## src/rtl/cbfr_pkg.sv

```systemverilog
// ----------------------------------------------------------------------------
// CI-V bus frame receiver package
// Byte codes, command table, result record and field widths shared by the
// frame receiver.
// ----------------------------------------------------------------------------
package cbfr_pkg;

  localparam logic [7:0] ByteStart     = 8'hFE;
  localparam logic [7:0] ByteStop      = 8'hFD;
  localparam logic [7:0] AddrBroadcast = 8'h00;
  localparam logic [7:0] CmdExtended   = 8'h1A;
  localparam logic [7:0] SubExtended   = 8'h05;
  localparam logic [3:0] NibbleMask    = 4'hF;

  localparam logic       ModeTick      = 1'b1;

  localparam int unsigned MaxData      = 25;
  localparam int unsigned MinFrameLen  = 6;
  localparam int unsigned StartShort   = 6;
  localparam int unsigned StartTwo     = 7;
  localparam int unsigned StartLong    = 9;
  localparam int unsigned CmdOffset    = 5;
  localparam int unsigned DecimalBase  = 10;
  localparam int unsigned PairWeight   = 100;

  localparam int unsigned CfgIdxW      = 2;
  localparam logic [CfgIdxW-1:0] RegOwnAddress  = 2'd0;
  localparam logic [CfgIdxW-1:0] RegTimeoutTick = 2'd1;

  localparam logic [7:0]  OwnAddressReset = 8'h00;
  localparam logic [15:0] TimeoutReset    = 16'd1000;

  localparam int unsigned CountW = 6;

  typedef enum logic [1:0] {
    StatusOk    = 2'd0,
    StatusData  = 2'd1,
    StatusError = 2'd2
  } status_e;

  typedef struct packed {
    status_e     status;
    logic [7:0]  source_address;
    logic [2:0]  command_length;
    logic [31:0] command_bytes;
    logic [4:0]  data_count;
    logic [4:0]  data_index;
    logic [7:0]  data_byte;
    logic [31:0] decoded_value;
    logic        last;
  } result_t;

  function automatic logic is_two_byte_cmd(logic [7:0] cmd);
    return cmd inside {8'h07, 8'h0E, 8'h13, 8'h14, 8'h15, 8'h16, 8'h19,
                       8'h1A, 8'h1B, 8'h1C, 8'h1E, 8'h21, 8'h27};
  endfunction

endpackage

```

## src/rtl/civ_bus_frame_receiver.sv

```systemverilog
// ----------------------------------------------------------------------------
// CI-V bus frame receiver
// Finds addressed frames in a received byte stream and emits one result transaction
// per data byte (one for a frame without data or in error) with the decoded header and value.
// ----------------------------------------------------------------------------
// Usage:
//   s_axis carries received bytes (tuser = 0) and time ticks (tuser = 1).
//   m_axis carries results; tlast marks the final result of a frame and
//   tuser holds the status. cfg writes own address (index 0) and the
//   timeout in ticks (index 1); cfg is always ready.
//   A stop byte starts the finish sequence: header checks, then a read
//   and an accumulate step per data byte of a one, two or five byte
//   value, then a read and an output step per result (only an output
//   step for a frame without data). The frame buffer has one write port
//   and one read port and is read one entry per step.
//   Overflow and timeout errors give one result in the cycle after the
//   transaction; a short frame gives it after the header checks. s_axis
//   is held off during the finish sequence and while a result waits that
//   m_axis does not take; a stalled m_axis holds the result register.
//   Reset returns to idle with own address 0 and timeout 1000 ticks; the
//   frame buffer needs no clearing.
// ----------------------------------------------------------------------------
module civ_bus_frame_receiver #(
  parameter int unsigned BUFFER_DEPTH = 32
) (
  input  logic                         clk_i,
  input  logic                         rst_ni,
  input  logic                         s_axis_tvalid,
  output logic                         s_axis_tready,
  input  logic [7:0]                   s_axis_tdata,   // rx_byte
  input  logic [0:0]                   s_axis_tuser,   // mode
  output logic                         m_axis_tvalid,
  input  logic                         m_axis_tready,
  // source_address, command_length, command_bytes, data_count, data_index,
  // data_byte, decoded_value, zero fill
  output logic [95:0]                  m_axis_tdata,
  output logic [1:0]                   m_axis_tuser,   // status
  output logic                         m_axis_tlast,
  input  logic                         cfg_valid_i,
  output logic                         cfg_ready_o,
  input  logic [cbfr_pkg::CfgIdxW-1:0] cfg_index_i,
  input  logic [15:0]                  cfg_data_i
);

  localparam int unsigned AW = $clog2(BUFFER_DEPTH);

  typedef enum logic [2:0] {
    PhIdle, PhSync, PhCollect, PhFinish, PhValRead, PhValAcc, PhEmitRead, PhEmitOut
  } phase_e;

  phase_e                      phase_q, phase_d;
  logic [AW-1:0]               byte_cnt_q, byte_cnt_d;
  logic [15:0]                 tick_cnt_q, tick_cnt_d;
  logic [7:0]                  own_addr_q, own_addr_d;
  logic [15:0]                 timeout_q, timeout_d;
  logic [7:0]                  src_q, src_d;
  logic [31:0]                 cmd_q, cmd_d;
  logic [3:0]                  start_q, start_d;
  logic [cbfr_pkg::CountW-1:0] n_q, n_d;
  logic [31:0]                 acc_q, acc_d;
  logic [31:0]                 mul_q, mul_d;
  logic [2:0]                  val_idx_q, val_idx_d;
  logic [4:0]                  data_idx_q, data_idx_d;
  cbfr_pkg::result_t           res_q, res_d;
  logic                        res_valid_q, res_valid_d;

  logic [7:0]                  buf_mem [BUFFER_DEPTH];
  logic [7:0]                  buf_rd_q;

  logic          rx_phase, out_free, in_fire, cfg_fire, is_tick, full;
  logic [AW-1:0] pos_next, rd_addr;
  logic          wr_en, rd_en;
  logic [2:0]    val_off;
  logic [7:0]    cnt8, start8, n8;
  logic          fin_err;
  logic [7:0]    bcd_pair;
  logic [31:0]   prod, cmd_mask;
  logic          emit_last;

  assign rx_phase = phase_q inside {PhIdle, PhSync, PhCollect};
  assign out_free = !res_valid_q || m_axis_tready;
  assign s_axis_tready = rx_phase && out_free;
  assign in_fire  = s_axis_tvalid && s_axis_tready;
  assign cfg_ready_o = 1'b1;
  assign cfg_fire = cfg_valid_i && cfg_ready_o;
  assign is_tick  = (s_axis_tuser[0] == cbfr_pkg::ModeTick);
  assign full     = (byte_cnt_q >= AW'(BUFFER_DEPTH - 1));
  assign pos_next = byte_cnt_q + AW'(1);
  assign wr_en    = in_fire && !is_tick && (phase_q == PhCollect) && !full;

  assign val_off  = (n_q == cbfr_pkg::CountW'(2)) ? ((val_idx_q == 3'd0) ? 3'd1 : 3'd0)
                                                   : val_idx_q;
  assign rd_en    = (phase_q == PhValRead) || (phase_q == PhEmitRead);
  assign rd_addr  = (phase_q == PhValRead) ? AW'(start_q) + AW'(val_off)
                                           : AW'(start_q) + AW'(data_idx_q);

  always_comb begin
    cnt8   = 8'(byte_cnt_q);
    start8 = 8'(cbfr_pkg::StartShort);
    if (cbfr_pkg::is_two_byte_cmd(cmd_q[7:0])) begin
      start8 = 8'(cbfr_pkg::StartTwo);
    end
    if (cmd_q[7:0] == cbfr_pkg::CmdExtended && cmd_q[15:8] == cbfr_pkg::SubExtended) begin
      start8 = 8'(cbfr_pkg::StartLong);
    end
    n8      = cnt8 - start8;
    fin_err = (cnt8 < 8'(cbfr_pkg::MinFrameLen)) || (cnt8 < start8) ||
              (n8 > 8'(cbfr_pkg::MaxData));
  end

  always_comb begin
    bcd_pair = 8'(8'(buf_rd_q[7:4] & cbfr_pkg::NibbleMask) * 8'(cbfr_pkg::DecimalBase)) +
               8'(buf_rd_q[3:0] & cbfr_pkg::NibbleMask);
    prod     = 32'(32'(bcd_pair) * mul_q);
    case (start_q)
      4'(cbfr_pkg::StartShort): cmd_mask = 32'h0000_00FF;
      4'(cbfr_pkg::StartTwo):   cmd_mask = 32'h0000_FFFF;
      default:                  cmd_mask = 32'hFFFF_FFFF;
    endcase
    emit_last = (n_q == '0) || (cbfr_pkg::CountW'(data_idx_q) + cbfr_pkg::CountW'(1) == n_q);
  end

  always_comb begin
    phase_d     = phase_q;
    byte_cnt_d  = byte_cnt_q;
    tick_cnt_d  = tick_cnt_q;
    own_addr_d  = own_addr_q;
    timeout_d   = timeout_q;
    src_d       = src_q;
    cmd_d       = cmd_q;
    start_d     = start_q;
    n_d         = n_q;
    acc_d       = acc_q;
    mul_d       = mul_q;
    val_idx_d   = val_idx_q;
    data_idx_d  = data_idx_q;
    res_d       = res_q;
    res_valid_d = res_valid_q && !m_axis_tready;

    if (cfg_fire) begin
      if (cfg_index_i == cbfr_pkg::RegOwnAddress) begin
        own_addr_d = cfg_data_i[7:0];
      end else if (cfg_index_i == cbfr_pkg::RegTimeoutTick) begin
        timeout_d = cfg_data_i;
      end
    end

    case (phase_q)
      PhIdle, PhSync, PhCollect: begin
        if (in_fire) begin
          if (is_tick) begin
            if (phase_q != PhIdle) begin
              tick_cnt_d = tick_cnt_q + 16'd1;
              if (tick_cnt_d >= timeout_q || tick_cnt_d == '0) begin
                res_d        = '0;
                res_d.status = cbfr_pkg::StatusError;
                res_d.last   = 1'b1;
                res_valid_d  = 1'b1;
                phase_d      = PhIdle;
                byte_cnt_d   = '0;
              end
            end
          end else if (phase_q == PhIdle) begin
            if (s_axis_tdata == cbfr_pkg::ByteStart) begin
              byte_cnt_d = AW'(1);
              tick_cnt_d = '0;
              phase_d    = PhSync;
            end
          end else if (phase_q == PhSync) begin
            if (s_axis_tdata == cbfr_pkg::ByteStart) begin
              byte_cnt_d = AW'(2);
              phase_d    = PhCollect;
            end else begin
              byte_cnt_d = '0;
              phase_d    = PhIdle;
            end
          end else if (full) begin
            res_d        = '0;
            res_d.status = cbfr_pkg::StatusError;
            res_d.last   = 1'b1;
            res_valid_d  = 1'b1;
            phase_d      = PhIdle;
            byte_cnt_d   = '0;
          end else begin
            byte_cnt_d = pos_next;
            if (pos_next == AW'(4)) src_d = s_axis_tdata;
            if (pos_next == AW'(5)) cmd_d[7:0]   = s_axis_tdata;
            if (pos_next == AW'(6)) cmd_d[15:8]  = s_axis_tdata;
            if (pos_next == AW'(7)) cmd_d[23:16] = s_axis_tdata;
            if (pos_next == AW'(8)) cmd_d[31:24] = s_axis_tdata;
            if (s_axis_tdata == cbfr_pkg::ByteStop) begin
              phase_d = PhFinish;
            end else if (s_axis_tdata == cbfr_pkg::ByteStart ||
                         (pos_next == AW'(3) && s_axis_tdata != cbfr_pkg::AddrBroadcast &&
                          s_axis_tdata != own_addr_q)) begin
              phase_d    = PhIdle;
              byte_cnt_d = '0;
            end
          end
        end
      end
      PhFinish: begin
        if (fin_err) begin
          if (out_free) begin
            res_d        = '0;
            res_d.status = cbfr_pkg::StatusError;
            res_d.last   = 1'b1;
            res_valid_d  = 1'b1;
            phase_d      = PhIdle;
            byte_cnt_d   = '0;
          end
        end else begin
          start_d    = start8[3:0];
          n_d        = n8[cbfr_pkg::CountW-1:0];
          acc_d      = '0;
          mul_d      = 32'd1;
          val_idx_d  = '0;
          data_idx_d = '0;
          if (n8 inside {8'd1, 8'd2, 8'd5}) begin
            phase_d = PhValRead;
          end else if (n8 == 8'd0) begin
            phase_d = PhEmitOut;
          end else begin
            phase_d = PhEmitRead;
          end
        end
      end
      PhValRead: begin
        phase_d = PhValAcc;
      end
      PhValAcc: begin
        acc_d     = (n_q == cbfr_pkg::CountW'(1)) ? 32'(buf_rd_q) : acc_q + prod;
        mul_d     = 32'(mul_q * 32'(cbfr_pkg::PairWeight));
        val_idx_d = val_idx_q + 3'd1;
        if (cbfr_pkg::CountW'(val_idx_d) == n_q) begin
          phase_d = PhEmitRead;
        end else begin
          phase_d = PhValRead;
        end
      end
      PhEmitRead: begin
        phase_d = PhEmitOut;
      end
      PhEmitOut: begin
        if (out_free) begin
          res_d.status         = (n_q == '0) ? cbfr_pkg::StatusOk : cbfr_pkg::StatusData;
          res_d.source_address = src_q;
          res_d.command_length = 3'(start_q - 4'(cbfr_pkg::CmdOffset));
          res_d.command_bytes  = cmd_q & cmd_mask;
          res_d.data_count     = 5'(n_q);
          res_d.data_index     = data_idx_q;
          res_d.data_byte      = (n_q == '0) ? 8'h00 : buf_rd_q;
          res_d.decoded_value  = acc_q;
          res_d.last           = emit_last;
          res_valid_d          = 1'b1;
          if (emit_last) begin
            phase_d    = PhIdle;
            byte_cnt_d = '0;
          end else begin
            data_idx_d = data_idx_q + 5'd1;
            phase_d    = PhEmitRead;
          end
        end
      end
      default: begin
        phase_d    = PhIdle;
        byte_cnt_d = '0;
      end
    endcase
  end

  always_ff @(posedge clk_i or negedge rst_ni) begin
    if (!rst_ni) begin
      phase_q     <= PhIdle;
      byte_cnt_q  <= '0;
      tick_cnt_q  <= '0;
      own_addr_q  <= cbfr_pkg::OwnAddressReset;
      timeout_q   <= cbfr_pkg::TimeoutReset;
      src_q       <= '0;
      cmd_q       <= '0;
      start_q     <= '0;
      n_q         <= '0;
      acc_q       <= '0;
      mul_q       <= '0;
      val_idx_q   <= '0;
      data_idx_q  <= '0;
      res_q       <= '0;
      res_valid_q <= 1'b0;
    end else begin
      phase_q     <= phase_d;
      byte_cnt_q  <= byte_cnt_d;
      tick_cnt_q  <= tick_cnt_d;
      own_addr_q  <= own_addr_d;
      timeout_q   <= timeout_d;
      src_q       <= src_d;
      cmd_q       <= cmd_d;
      start_q     <= start_d;
      n_q         <= n_d;
      acc_q       <= acc_d;
      mul_q       <= mul_d;
      val_idx_q   <= val_idx_d;
      data_idx_q  <= data_idx_d;
      res_q       <= res_d;
      res_valid_q <= res_valid_d;
    end
  end

  always_ff @(posedge clk_i) begin
    if (wr_en) begin
      buf_mem[pos_next] <= s_axis_tdata;
    end
    if (rd_en) begin
      buf_rd_q <= buf_mem[rd_addr];
    end
  end

  assign m_axis_tvalid = res_valid_q;
  assign m_axis_tuser  = res_q.status;
  assign m_axis_tlast  = res_q.last;
  assign m_axis_tdata  = {3'b000, res_q.decoded_value, res_q.data_byte, res_q.data_index,
                          res_q.data_count, res_q.command_bytes, res_q.command_length,
                          res_q.source_address};

  a_error_last: assert property (@(posedge clk_i) disable iff (!rst_ni)
    res_valid_q && res_q.status == cbfr_pkg::StatusError |-> res_q.last)
    else $error("error result without last");

  a_index_range: assert property (@(posedge clk_i) disable iff (!rst_ni)
    res_valid_q && res_q.status == cbfr_pkg::StatusData |->
      res_q.data_index < res_q.data_count)
    else $error("data index beyond data count");

  a_count_bound: assert property (@(posedge clk_i) disable iff (!rst_ni)
    byte_cnt_q <= AW'(BUFFER_DEPTH - 1))
    else $error("byte count beyond buffer");

endmodule
```

## config.mk

```make
export PLATFORM = sky130hd
export DESIGN_NAME = civ_bus_frame_receiver
export DESIGN_NICKNAME = d
export VERILOG_FILES = /design/src/rtl/cbfr_pkg.sv /design/src/rtl/civ_bus_frame_receiver.sv
export SDC_FILE = /design/constraint.sdc
export NUM_CORES = 1
export LEC_CHECK = 0
export BUFFER_PORTS_ARGS = -buffer_cell sky130_fd_sc_hd__buf_2
export CAP_MARGIN = 20
export CELL_PAD_IN_SITES_DETAIL_PLACEMENT = 0
export CELL_PAD_IN_SITES_GLOBAL_PLACEMENT = 1
export CORE_MARGIN = 1
export CORE_UTILIZATION = 45
export CTS_CLUSTER_DIAMETER = 50
export CTS_CLUSTER_SIZE = 24
export DETAILED_ROUTE_END_ITERATION = 8
export GPL_TIMING_DRIVEN = 0
export HOLD_SLACK_MARGIN = 0.08
export PLACE_DENSITY = 0.71
export SETUP_SLACK_MARGIN = 0.2
export SLEW_MARGIN = 10
export SYNTH_ARGS = -nofsm -noshare
export SYNTH_HDL_FRONTEND = slang
export SYNTH_SLANG_ARGS = --single-unit
```

## constraint.sdc

```tcl
create_clock -name clk_i -period 13.8 [get_ports clk_i]
set_input_delay 0.69 -clock clk_i [delete_from_list [all_inputs] [get_ports clk_i]]
set_output_delay 0.69 -clock clk_i [all_outputs]
set_load 0.02 [all_outputs]
```

# After elaboration in Yosys (flattened, before gate mapping)
# Memory sizes are Yosys's and may differ from the RTL's. A register that Yosys moved wholly into a read port is not among the register bits.
# Index checks and enable logic that the tools add are counted.
[classes]
n_reduce_logical = 51
mul = 3
bitwise = 7
n_eq_ne = 56
mux = 81
order_cmp = 5
n_addsub = 11
[ops]
columns = ["op", "n"]
rows = [
  ["96-bit two-way mux", 10],
  ["96-bit one-hot mux with 3 select lines", 1],
  ["32-bit one-hot mux with 2 select lines", 3],
  ["32-bit two-way mux", 3],
  ["5-bit two-way mux", 18],
  ["8-bit by 5-bit equality test with 1-bit output, second input constant", 9],
  ["16-bit two-way mux", 4],
  ["3-bit two-way mux", 16],
  ["7-bit AND reduction", 6],
  ["32-bit adder", 1],
  ["32-bit AND", 1],
  ["32-bit by 5-bit multiplier with 30-bit output, second input constant", 1],
  ["8-bit by 32-bit multiplier with 32-bit output", 1],
  ["8-bit by 3-bit equality test with 1-bit output, second input constant", 3],
  ["5-bit by 3-bit equality test with 1-bit output, second input constant", 4],
  ["3-bit inequality test, second input constant", 6],
  ["3-bit one-hot mux with 6 select lines", 1],
  ["16-bit by 1-bit adder with 16-bit output, second input constant", 1],
  ["8-bit by 6-bit equality test with 1-bit output, second input constant", 2],
  ["8-bit equality test, second input constant", 2],
  ["16-bit greater-or-equal comparator", 1],
  ["16-bit logical NOT", 1],
  ["1-bit two-way mux", 15],
  ["5-bit one-hot mux with 3 select lines", 1],
  ["57 further kinds", 103],
]
[totals]
regBits = 267
elab_cells = 241
n_memories = 1
ramBits = 256
[mem_list]
columns = ["memory", "words", "word_bits", "rd", "rd_ports_with_merged_regs", "wr", "line_no", "text"]
rows = [
  ["buf_mem", 32, 8, 1, 1, 1, "civ_bus_frame_receiver.sv:67", "logic [7:0] buf_mem [BUFFER_DEPTH];"],
]

# Longest topological paths before layout
# Gate-level depths: netlist of the first run.
[logic_depth]
word_depth = 13
depth_mapped = 26

# Least setup slack after synthesis of the first run
# Ideal clock, no wire load.
[synth_path]
kind = "flip-flop to flip-flop"
start = "register buf_rd_q[7], read port of buf_mem"
end = "register acc_q[28]"
required_ns = 13.674
stages_incl_launch_ff = 25
path_slack_ns = 7.190
synth_period_minus_slack_ns = 6.610
setup_time_ns = 0.126
arrival_ns = 6.484
path_cell_list = "edfxtp_1 -> ha_1 -> ha_1 -> inv_1 -> fa_1 -> nor2_1 -> mux2_2 -> clkbuf_1 -> nor2b_1 -> fa_1 -> inv_1 -> fa_1 -> fa_1 -> fa_1 -> inv_1 -> ha_1 -> a21oi_1 -> o32ai_1 -> a311oi_1 -> o2111ai_1 -> a221oi_1 -> o21ai_0 -> a21oi_1 -> mux2i_1 -> a221o_1"
[synth_via]
elab_chain_cells = 6
[synth_rtl]
columns = ["element", "line_no", "text"]
rows = [
  ["start: declaration", "civ_bus_frame_receiver.sv:68", "logic [7:0] buf_rd_q;"],
  ["4-bit by 3-bit multiplier with 7-bit output", "civ_bus_frame_receiver.sv:112", "bcd_pair = 8'(8'(buf_rd_q[7:4] & cbfr_pkg::NibbleMask) * 8'(cbfr_pkg::DecimalBase)) +"],
  ["8-bit by 4-bit adder with 8-bit output", "civ_bus_frame_receiver.sv:112", ""],
  ["8-bit by 32-bit multiplier with 32-bit output", "civ_bus_frame_receiver.sv:114", "prod = 32'(32'(bcd_pair) * mul_q);"],
  ["32-bit adder", "civ_bus_frame_receiver.sv:232", "acc_d = (n_q == cbfr_pkg::CountW'(1)) ? 32'(buf_rd_q) : acc_q + prod;"],
  ["32-bit two-way mux", "civ_bus_frame_receiver.sv:232", ""],
  ["32-bit one-hot mux with 2 select lines", "civ_bus_frame_receiver.sv:148", "case (phase_q)"],
  ["end signal: assignment", "civ_bus_frame_receiver.sv:283", "acc_q <= '0;"],
  ["end signal: assignment", "civ_bus_frame_receiver.sv:299", "acc_q <= acc_d;"],
  ["end: declaration", "civ_bus_frame_receiver.sv:60", "logic [31:0] acc_q, acc_d;"],
]
# Every way passes these cells.
# A chain may end at the register's enable or synchronous reset.

# Worst setup path after layout of the first run
[layout_path]
start = "register buf_rd_q[5], read port of buf_mem"
end = "register acc_q[28]"
# The elaborated chain is that of the path after synthesis.

==> run_results.csv, run 1 <==
group,metric,value,unit
clocking,cts-root-buf,"clkbuf_16",
placed_design,place_area,0.0339,sq mm
status,outcome,"finished clean",
die,dieArea,0.0721,sq mm
placed_design,dp_slack,5640,ps
yosys,synth_largest_area_cell,"edfxtp_1",
clocking,cts_tree,"done",
worst_setup_path,rrSetupSlack,5590,ps
sta,fin_crit_sh,0.595,
routing,vias_per_cell,5.40,
layout,fin_area,0.0363,sq mm
routing,via_count,21000,
routing,first_iter_violations,1221,
die,ios,134,
worst_setup_path,cpPeakStageDelay,600,ps
layout,fill_cells,6215,
sta,fin_crit,8210,ps
layout,layout.nets,3297,
die,die_y,269,um
clocking,clock_latency,620,ps
routing,firstDrtPassIters,5,
yosys,seq_area_frac_synth,0.454,
routing,drc,0,
clocking,path_clk_slew,80,ps
clocking,cts.sinks,527,
sta,fin_ws,5590,ps
run,drv_cap,0,
worst_setup_path,crit_top_cell,"fa_1",
worst_setup_path,worst_path_max_delay_cell,"edfxtp_1",
clocking,postCtsSetupRepairBufs,0,
sta,drv_slew,0,
yosys,yosys_warnings,0,
worst_setup_path,path_class,"flip-flop to flip-flop",
yosys,netlist.area_leader.share,0.248,
worst_setup_path,crit_arrival,8710,ps
placed_design,io_buffers,129,
die,rows,97,
placed_design,gp_congestion,0.848,
yosys,syn_inst,2699,
global_routing,track_usage,0.235,
sta,finalClockSkew,37.7,ps
yosys,async_flop_share,0.499,
worst_setup_path,cp_cell_sequence,"ha_1 -> ha_1 -> inv_1 -> fa_1 -> nor2_1 -> mux2_2 -> clkbuf_1 -> nor2b_1 -> fa_1 -> inv_1 -> fa_1 -> fa_1 -> fa_1 -> inv_1 -> ha_1 -> a21oi_1 -> o32ai_1 -> a311oi_1 -> o2111ai_1 -> a221oi_1 -> o21ai_0 -> a21oi_1 -> mux2i_1 -> a221o_1",
die,initial_core_util,0.456,
global_routing,grt_max_degree,112,
die,coreArea,0.0701,sq mm
layout,syn_to_final_growth,13.7,%
sta,finalHoldViolCount,0,
routing,ant_nets,0,
layout,n_antenna_cell,0,
layout,final_core_util,0.518,
sta,setup_tns,0,ps
sta,finalSetupViolCount,0,
yosys,avgSynthCellArea,11.8,sq um
global_routing,first_global_vias,22200,
yosys,synthFlopType,"edfxtp_1",
yosys,synth.area.top_cells,"edfxtp_1 (25%), dfrtp_1 (20%), fa_1 (12%)",
yosys,ys_seq_elements,527,
worst_setup_path,crit_path_start_kind,"flip-flop",
sta,worst_pin_slew,1090,ps
placed_design,dp_hpwl,60700,um
worst_setup_path,worst_setup_path_end_kind,"flip-flop",
yosys,ys_types,69,
global_routing,grt_pass1_wl,129000,um
hold_path,hp-class,"input port to flip-flop",
global_routing,overflow,0,
clocking,htree_num_levels,3,
clocking,clk_path_buf_depth,3,
routing,wl_per_cell,20.9,um
global_routing,antenna_found_initial,3,
clocking,numCtsBuffers,66,
yosys,netlist_area,0.0320,sq mm
sta,relSlewSlack,0.270,
sta,rsz0062_at_grt,"false",
worst_setup_path,path_max_fanout,10,
layout,drive_above_1_share,0.150,
worst_setup_path,critPathRequiredTime,14290,ps
die,die_x,269,um
routing,postRouteWirelength,81400,um
yosys,synth_edf_count,264,
sta,clock.fmax,0.122,GHz
-- final timing paths --
path / startpoint / to / cells past startpoint
setup / recovery: buf_rd_q[5] / acc_q[28] / 24
setup reg to reg: buf_rd_q[5] / acc_q[28] / 24
hold / removal: cfg_data_i[13] / timeout_q[13] / 2
min in group asynchronous: rst_ni / m_axis_tdata[79] / 2
max in group asynchronous: rst_ni / cmd_q[14] / 4
hold reg to reg: src_q[3] / m_axis_tdata[3] / 1
-- registers in the layout, summed over array words and instances, names as in the netlist, 2 cells and up --
name          flops
buf_mem         256
val_idx_q         3
timeout_q        16
data_idx_q        5
byte_cnt_q        5
m_axis_tdata     93
mul_q            29
cmd_q            32
start_q           3
own_addr_q        8
acc_q            32
buf_rd_q          8
tick_cnt_q       16
n_q               6
src_q             8
phase_q           3
m_axis_tuser      2
-- synth_stat cells (11+ instances only) --
| master | instances |
|---|---|
| inv_1 | 412 |
| edfxtp_1 | 264 |
| dfrtp_1 | 257 |
| fa_1 | 193 |
| nand2_1 | 184 |
| ha_1 | 166 |
| nor2_1 | 129 |
| a22o_1 | 121 |
| o21ai_0 | 106 |
| and2_1 | 99 |
| clkbuf_1 | 87 |
| mux4_2 | 80 |
| mux2_2 | 75 |
| xnor2_1 | 74 |
| a21oi_1 | 69 |
| nand3_1 | 59 |
| xor2_1 | 33 |
| a21o_1 | 32 |
| nor2b_1 | 23 |
| nand2b_1 | 21 |
| and3_1 | 20 |
| nor3_1 | 19 |
| buf_1 | 11 |
-- repair_timing --
| action | in CTS | in global routing |
|---|---|---|
| hold buffers | 1 | 0 |
| endpoints found under the hold margin | 53 | 0 |
| resized for setup | 0 | 0 |
-- final cells by class --
class | instances | area [sq um] | area share
Buffer | 111 | 479 | 0.0132
Clock buffer | 72 | 1730 | 0.0475
Clock inverter | 47 | 667 | 0.0183
Inverter | 412 | 1550 | 0.0425
Multi-Input combinational cell | 1651 | 15500 | 0.425
Sequential cell | 527 | 14500 | 0.399
Tap cell | 940 | 1180 | 0.0324
Timing Repair Buffer | 137 | 773 | 0.0213
-- worst max-delay path: cells and delay by family (launching register included) --
family / cells / cell delay, ps
AOI/OAI and AO/OA: 8 / 2500
adders and majority gates: 8 / 3610
buffers and inverters: 4 / 730
DFF: 1 / 600
muxes: 2 / 440
and+or+nand+nor: 2 / 220
-- layer usage --
layer  vias to the layer above  track usage  part of all wire
met5                         -            0           0.00016
met4                         2       0.0700             0.024
met3                       118       0.0400             0.052
met2                       497        0.400              0.49
met1                     10800        0.307              0.43
li1                       9664            -                 -
-- layout by cell type, fill, tap and decap left out, types with 7 or more instances in the layout --
cell type / count
inv_1: 412
edfxtp_1: 264
dfrtp_1: 257
fa_1: 193
nand2_1: 184
ha_1: 166
buf_2: 130
nor2_1: 123
a22o_1: 121
o21ai_0: 106
and2_1: 99
clkbuf_1: 90
mux4_2: 80
mux2_2: 75
xnor2_1: 73
a21oi_1: 69
clkbuf_16: 68
nand3_1: 59
xor2_1: 33
a21o_1: 32
nor2b_1: 23
nand2b_1: 21
and3_1: 20
nor3_1: 19
buf_1: 11
nand3b_1: 10
a211oi_1: 10
nand4_1: 10
mux2i_1: 10
clkinv_8: 9
buf_4: 8
a31oi_1: 8
o21a_1: 8
inv_6: 8
clkinv_4: 8
buf_6: 7
-- stage by stage --
stage | hold slack (ps) | instances
after floorplan | 394 | 2701
after global placement | 467 | 3770
after detailed placement | 478 | 3777
after CTS | 290 | 3897
after global routing | 305 | 3897
final | 322 | 3897
-- cell families (layout without fill, tap and decap cells) --
kind of cell             after synthesis  after routing  synth area share
XOR/XNOR                             107            107            0.0293
adder cells (fa/ha/maj)              360            360             0.186
other                                  2              4          0.000235
multiplexers                         165            165            0.0859
AND/OR/NAND/NOR                      604            604            0.0925
buffers and inverters                523            779            0.0634
flip-flops                           527            527             0.454
AO/OA/AOI/OAI                        411            411            0.0886
Power of run 1 is not shown: default switching activity piles up to over one toggle a cycle in this logic, so the estimate is an artifact.
==> inputs of run 2 (changes only) <==
--- a/config.mk
+++ b/config.mk
@@ -16,7 +16,7 @@
 export DETAILED_ROUTE_END_ITERATION = 8
 export GPL_TIMING_DRIVEN = 0
 export HOLD_SLACK_MARGIN = 0.08
-export PLACE_DENSITY = 0.71
+export PLACE_DENSITY = 0.74
 export SETUP_SLACK_MARGIN = 0.2
 export SLEW_MARGIN = 10
 export SYNTH_ARGS = -nofsm -noshare
==> constraint.sdc (replaced) <==
create_clock -name clk_i -period 7.25 [get_ports clk_i]
set_input_delay 0.3625 -clock clk_i [delete_from_list [all_inputs] [get_ports clk_i]]
set_output_delay 0.3625 -clock clk_i [all_outputs]
set_load 0.02 [all_outputs]
==> run 2 against run 1 <==
- worst hold slack got worse by 190 ps
- critical path depth unchanged
- cell count up 0.51%
- sequential cell count did not move
- via count is 1.2% higher
- first-iteration DRC count increased by 9.9%
- clock skew increased by 29 ps
- count of clock-buffer cells in the layout down 8
- critical path type unchanged
==> run_results.csv, run 2 (synthesized netlist as in run 1, its figures left out) <==
group,metric,value,unit
die,ios,134,
clocking,cts_tree,"done",
sta,worst_pin_slew,1030,ps
sta,holdWs,130,ps
die,dieArea,0.0721,sq mm
sta,setup_tns,0,ps
routing,via_count,21300,
sta,fin_crit,6840,ps
global_routing,first_global_vias,22300,
clocking,path_clk_slew,70,ps
global_routing,overflow,0,
clocking,cts-root-buf,"clkbuf_16",
hold_path,hp-class,"input port to flip-flop",
die,rows,97,
layout,final_core_util,0.522,
clocking,cts.sinks,527,
routing,first_iter_violations,1342,
die,die_y,269,um
routing,postRouteWirelength,82300,um
placed_design,io_buffers,129,
routing,drc,0,
layout,layout_common_cells,"inv_1 (412), edfxtp_1 (264), dfrtp_1 (257), fa_1 (192), nand2_1 (184)",
run,drv_cap,0,
global_routing,track_usage,0.234,
worst_setup_path,crit_arrival,7350,ps
die,initial_core_util,0.456,
sta,clock.fmax,0.146,GHz
clocking,numCtsBuffers,59,
placed_design,gp_congestion,0.863,
global_routing,grt_max_degree,83,
routing,wl_per_cell,21.0,um
layout,drive_above_1_share,0.160,
routing,firstDrtPassIters,5,
worst_setup_path,crit_path_start_kind,"flip-flop",
sta,relSlewSlack,0.314,
clocking,clk_path_buf_depth,3,
worst_setup_path,path_class,"flip-flop to flip-flop",
routing,vias_per_cell,5.43,
clocking,clock_latency,670,ps
layout,final_common_cell,"inv_1",
global_routing,grt_pass1_wl,129000,um
sta,drv_slew,0,
layout,layout.nets,3318,
sta,finalClockSkew,66.2,ps
die,die_x,269,um
die,coreArea,0.0701,sq mm
layout,largest_reg_flops,256,
sta,rsz0062_at_grt,"false",
sta,finalHoldViolCount,0,
clocking,htree_num_levels,2,
worst_setup_path,worst_setup_path_end_kind,"flip-flop",
worst_setup_path,rrSetupSlack,410,ps
sta,finalSetupViolCount,0,
status,outcome,"finished clean",
routing,ant_nets,0,
placed_design,dp_hpwl,61200,um
layout,regMostFlops,"buf_mem",
worst_setup_path,path_max_fanout,10,
sta,fin_crit_sh,0.944,
layout,syn_to_final_growth,14.5,%
global_routing,antenna_found_initial,1,
worst_setup_path,critPathRequiredTime,7760,ps
## run 2: cell types whose count changed in the layout (fill, tap and decap cells not counted), sizes merged
cell,change
clkinv,+2
buf,+12
bufinv,+1
dlygate4sd3,+17
inv,-3
clkbuf,-9
diode,+1
clkinvlp,-1
## run 2: final cells by class
class | count | area, sq um
tap | 940 | 1180
antenna | 1 | 2.50
timing repair buffer | 165 | 1060
sequential | 527 | 14500
multi-input combinational | 1651 | 15700
fill | 6204 | 33500
inverter | 412 | 1550
clock buffer | 64 | 1530
clock inverter | 46 | 624
buffer | 111 | 502
## run 2: path summary, 6_finish.rpt
path                                        from               end  cells past startpoint
worst max register to register       buf_rd_q[7]         acc_q[28]                     24
worst min register to register  m_axis_tdata[76]  m_axis_tdata[76]                      1
worst max-delay path                 buf_rd_q[7]         acc_q[28]                     24
max in group asynchronous                 rst_ni      timeout_q[5]                      5
min in group asynchronous                 rst_ni  m_axis_tdata[79]                      2
worst min-delay path              cfg_index_i[1]     own_addr_q[6]                      3
## run 2: per-layer routing
| layer | wire length [um] | track usage | vias up |
|---|---|---|---|
| li1 | - | - | 9709 |
| met1 | 35300 | 0.312 | 10900 |
| met2 | 40200 | 0.395 | 567 |
| met3 | 4530 | 0.0371 | 109 |
| met4 | 2210 | 0.0694 | 0 |
| met5 | 0 | 0 | - |
## run 2: metrics by stage
stage               instances  setup WS (ps)  instance area, sq um
finish                   3917            406                 36600
global placement         3770           -995                 33800
detailed placement       3779           -923                 34000
CTS                      3913            201                 36500
global route             3916            194                 36600
floorplan                2701            640                 32000
## run 2: what timing repair did
item                                    4_1_cts  5_1_grt
endpoints found under the setup margin       15        8
endpoints found under the hold margin       100        0
buffers inserted                              6        2
resized for setup                            25       30
hold buffers                                 18        0
pin swaps                                     5        7
## run 2: critical path: stages, from the launching register on
cell and delay [ps]:
edfxtp_1 440, ha_1 310, ha_1 150, inv_1 60
fa_2 640, nor2_1 90, mux2_4 280, clkbuf_8 210
nor2b_2 70, fa_1 530, inv_1 60, fa_1 550
fa_1 450, fa_1 540, inv_1 40, ha_2 340
a21oi_4 170, o32ai_2 120, a311oi_2 360, o2111ai_2 250
a221oi_4 370, o21ai_2 120, a21oi_2 170, mux2i_1 90
a221o_1 250
Power of run 2 is left out for the same reason.
==> inputs of run 3 (changes only) <==
--- a/config.mk
+++ b/config.mk
@@ -9,14 +9,14 @@
 export CAP_MARGIN = 20
 export CELL_PAD_IN_SITES_DETAIL_PLACEMENT = 0
 export CELL_PAD_IN_SITES_GLOBAL_PLACEMENT = 1
-export CORE_MARGIN = 1
+export CORE_MARGIN = 4
 export CORE_UTILIZATION = 45
 export CTS_CLUSTER_DIAMETER = 50
 export CTS_CLUSTER_SIZE = 24
 export DETAILED_ROUTE_END_ITERATION = 8
 export GPL_TIMING_DRIVEN = 0
 export HOLD_SLACK_MARGIN = 0.08
-export PLACE_DENSITY = 0.74
+export PLACE_DENSITY = 0.71
 export SETUP_SLACK_MARGIN = 0.2
 export SLEW_MARGIN = 10
 export SYNTH_ARGS = -nofsm -noshare
==> constraint.sdc (replaced) <==
create_clock -name clk_i -period 6.7 [get_ports clk_i]
set_input_delay 0.335 -clock clk_i [delete_from_list [all_inputs] [get_ports clk_i]]
set_output_delay 0.335 -clock clk_i [all_outputs]
set_load 0.02 [all_outputs]
==> run 3 against run 2 <==
- cell count rose by 1.0%
- die area up 4.5%
- critical endpoint unchanged
- wire length increased by 2.4%
- largest cell class unchanged
- critical path type unchanged
- via count rose by 0.72%
==> run_results.csv, run 3 (synthesized netlist as in run 1, its figures left out) <==
group,metric,value,unit
clocking,htree_num_levels,2,
worst_setup_path,crit_path_start_kind,"flip-flop",
placed_design,dp_hpwl,61600,um
clocking,clock_latency,670,ps
layout,regMostFlops,"buf_mem",
status,outcome,"finished clean",
routing,firstDrtPassIters,5,
die,initial_core_util,0.455,
layout,drive_above_1_share,0.188,
layout,fin_cells,3956,
worst_setup_path,path_max_fanout,8,
sta,holdWs,158,ps
die,dieArea,0.0754,sq mm
sta,finalSetupViolCount,0,
clocking,cts.sinks,527,
sta,fin_crit,6490,ps
routing,ant_nets,0,
sta,drv_slew,0,
routing,drc,0,
clocking,clk_path_buf_depth,3,
sta,fin_ws,210,ps
routing,first_iter_violations,1455,
worst_setup_path,critPathRequiredTime,7220,ps
die,ios,134,
layout,n_antenna_cell,0,
sta,rsz0062_at_grt,"true",
sta,finalClockSkew,67.2,ps
placed_design,gp_congestion,0.829,
sta,relSlewSlack,0.232,
sta,fin_crit_sh,0.969,
worst_setup_path,crit_arrival,7010,ps
routing,wl_per_cell,21.3,um
die,coreArea,0.0703,sq mm
clocking,cts_tree,"done",
global_routing,first_global_vias,22600,
placed_design,dp.cells,3778,
layout,layout.nets,3355,
clocking,path_clk_slew,70,ps
run,drv_cap,0,
placed_design,place_area,0.0340,sq mm
global_routing,overflow,0,
global_routing,grt_pass1_wl,132000,um
worst_setup_path,path_class,"flip-flop to flip-flop",
routing,vias_per_cell,5.42,
clocking,cts-root-buf,"clkbuf_16",
global_routing,antenna_found_initial,2,
layout,largest_reg_flops,256,
placed_design,io_buffers,129,
layout,layout_common_cells,"inv_1 (409), edfxtp_1 (264), dfrtp_1 (257), fa_1 (190), nand2_1 (180)",
die,die_y,275,um
routing,via_count,21400,
die,die_x,275,um
worst_setup_path,worst_setup_path_end_kind,"flip-flop",
die,rows,97,
routing,postRouteWirelength,84300,um
layout,syn_to_final_growth,17.0,%
placed_design,dp_slack,-1250,ps
layout,fin_area,0.0374,sq mm
sta,finalHoldViolCount,0,
global_routing,track_usage,0.227,
global_routing,grt_max_degree,106,
hold_path,hp-class,"input port to flip-flop",
sta,clock.fmax,0.154,GHz
clocking,numCtsBuffers,61,
layout,final_common_cell,"inv_1",
sta,worst_pin_slew,1140,ps
==> run 3: cell types whose count changed in the layout (fill, tap and decap cells not counted), moves of 5 or more <==
cell and change:
ha_4 +11, inv_6 +7, ha_1 -11, buf_6 +6, buf_4 +31, a21oi_1 -6
clkbuf_1 -6, o21ai_0 -5, a21oi_2 +6
==> run 3: worst max-delay path: stages (launching register included) <==
cell      delay (ps)
edfxtp_1         450
ha_1             330
ha_2             180
inv_2             60
fa_2             500
nor3b_4          250
xnor2_2           80
buf_6            140
buf_8            130
buf_6            110
and2_4           150
fa_1             530
inv_1             50
fa_1             500
fa_1             540
fa_1             560
inv_2             50
ha_4             230
a21o_1           170
a21oi_2          120
o21bai_1          90
a21o_1           190
a221oi_4         340
o21ai_4          110
a21oi_2          160
mux2i_1           90
a221o_1          260
==> run 3: routing by layer <==
metal	up-vias	GRT usage	wire length, um
li1	9810	-	-
met4	2	0.0605	2260
met3	129	0.0428	4730
met2	520	0.382	41400
met1	11000	0.303	35800
met5	-	0	13
==> run 3: final timing paths <==
| check | from | endpoint | slack, ps | cells past startpoint |
|---|---|---|---|---|
| max reg2reg | buf_rd_q[5] | acc_q[28] | 210 | 26 |
| min | s_axis_tvalid | m_axis_tvalid | 160 | 4 |
| max in group asynchronous | rst_ni | mul_q[11] | 5080 | 4 |
| min in group asynchronous | rst_ni | m_axis_tdata[79] | 260 | 2 |
| min reg2reg | mul_q[31] | mul_q[31] | 480 | 2 |
| max | buf_rd_q[5] | acc_q[28] | 210 | 26 |
==> run 3: final cells by class <==
cell class	instances	area, sq um
clock buffers	64	1550
inverters	412	1550
clock inverters	51	709
well taps	940	1180
multi-input cells	1651	16000
repair buffers	202	1340
plain buffers	109	551
fillers	6063	32900
flip-flops and latches	527	14500
==> run 3: through the flow <==
stage,setup TNS (ps),util
2_1_floorplan,0,-
3_3_place_gp,-17270,0.481
3_5_place_dp,-12340,0.483
4_1_cts,0,0.527
5_1_grt,-11.3,0.532
6_report,0,0.532
==> run 3: what timing repair did <==
action / in CTS / in global routing
pin swaps: 33 / 46
setup endpoints to repair: 21 / 12
hold endpoints to repair: 89 / 2
hold buffers: 18 / 2
buffers inserted: 31 / 12
resized for setup: 87 / 53
Power of run 3 is left out for the same reason.
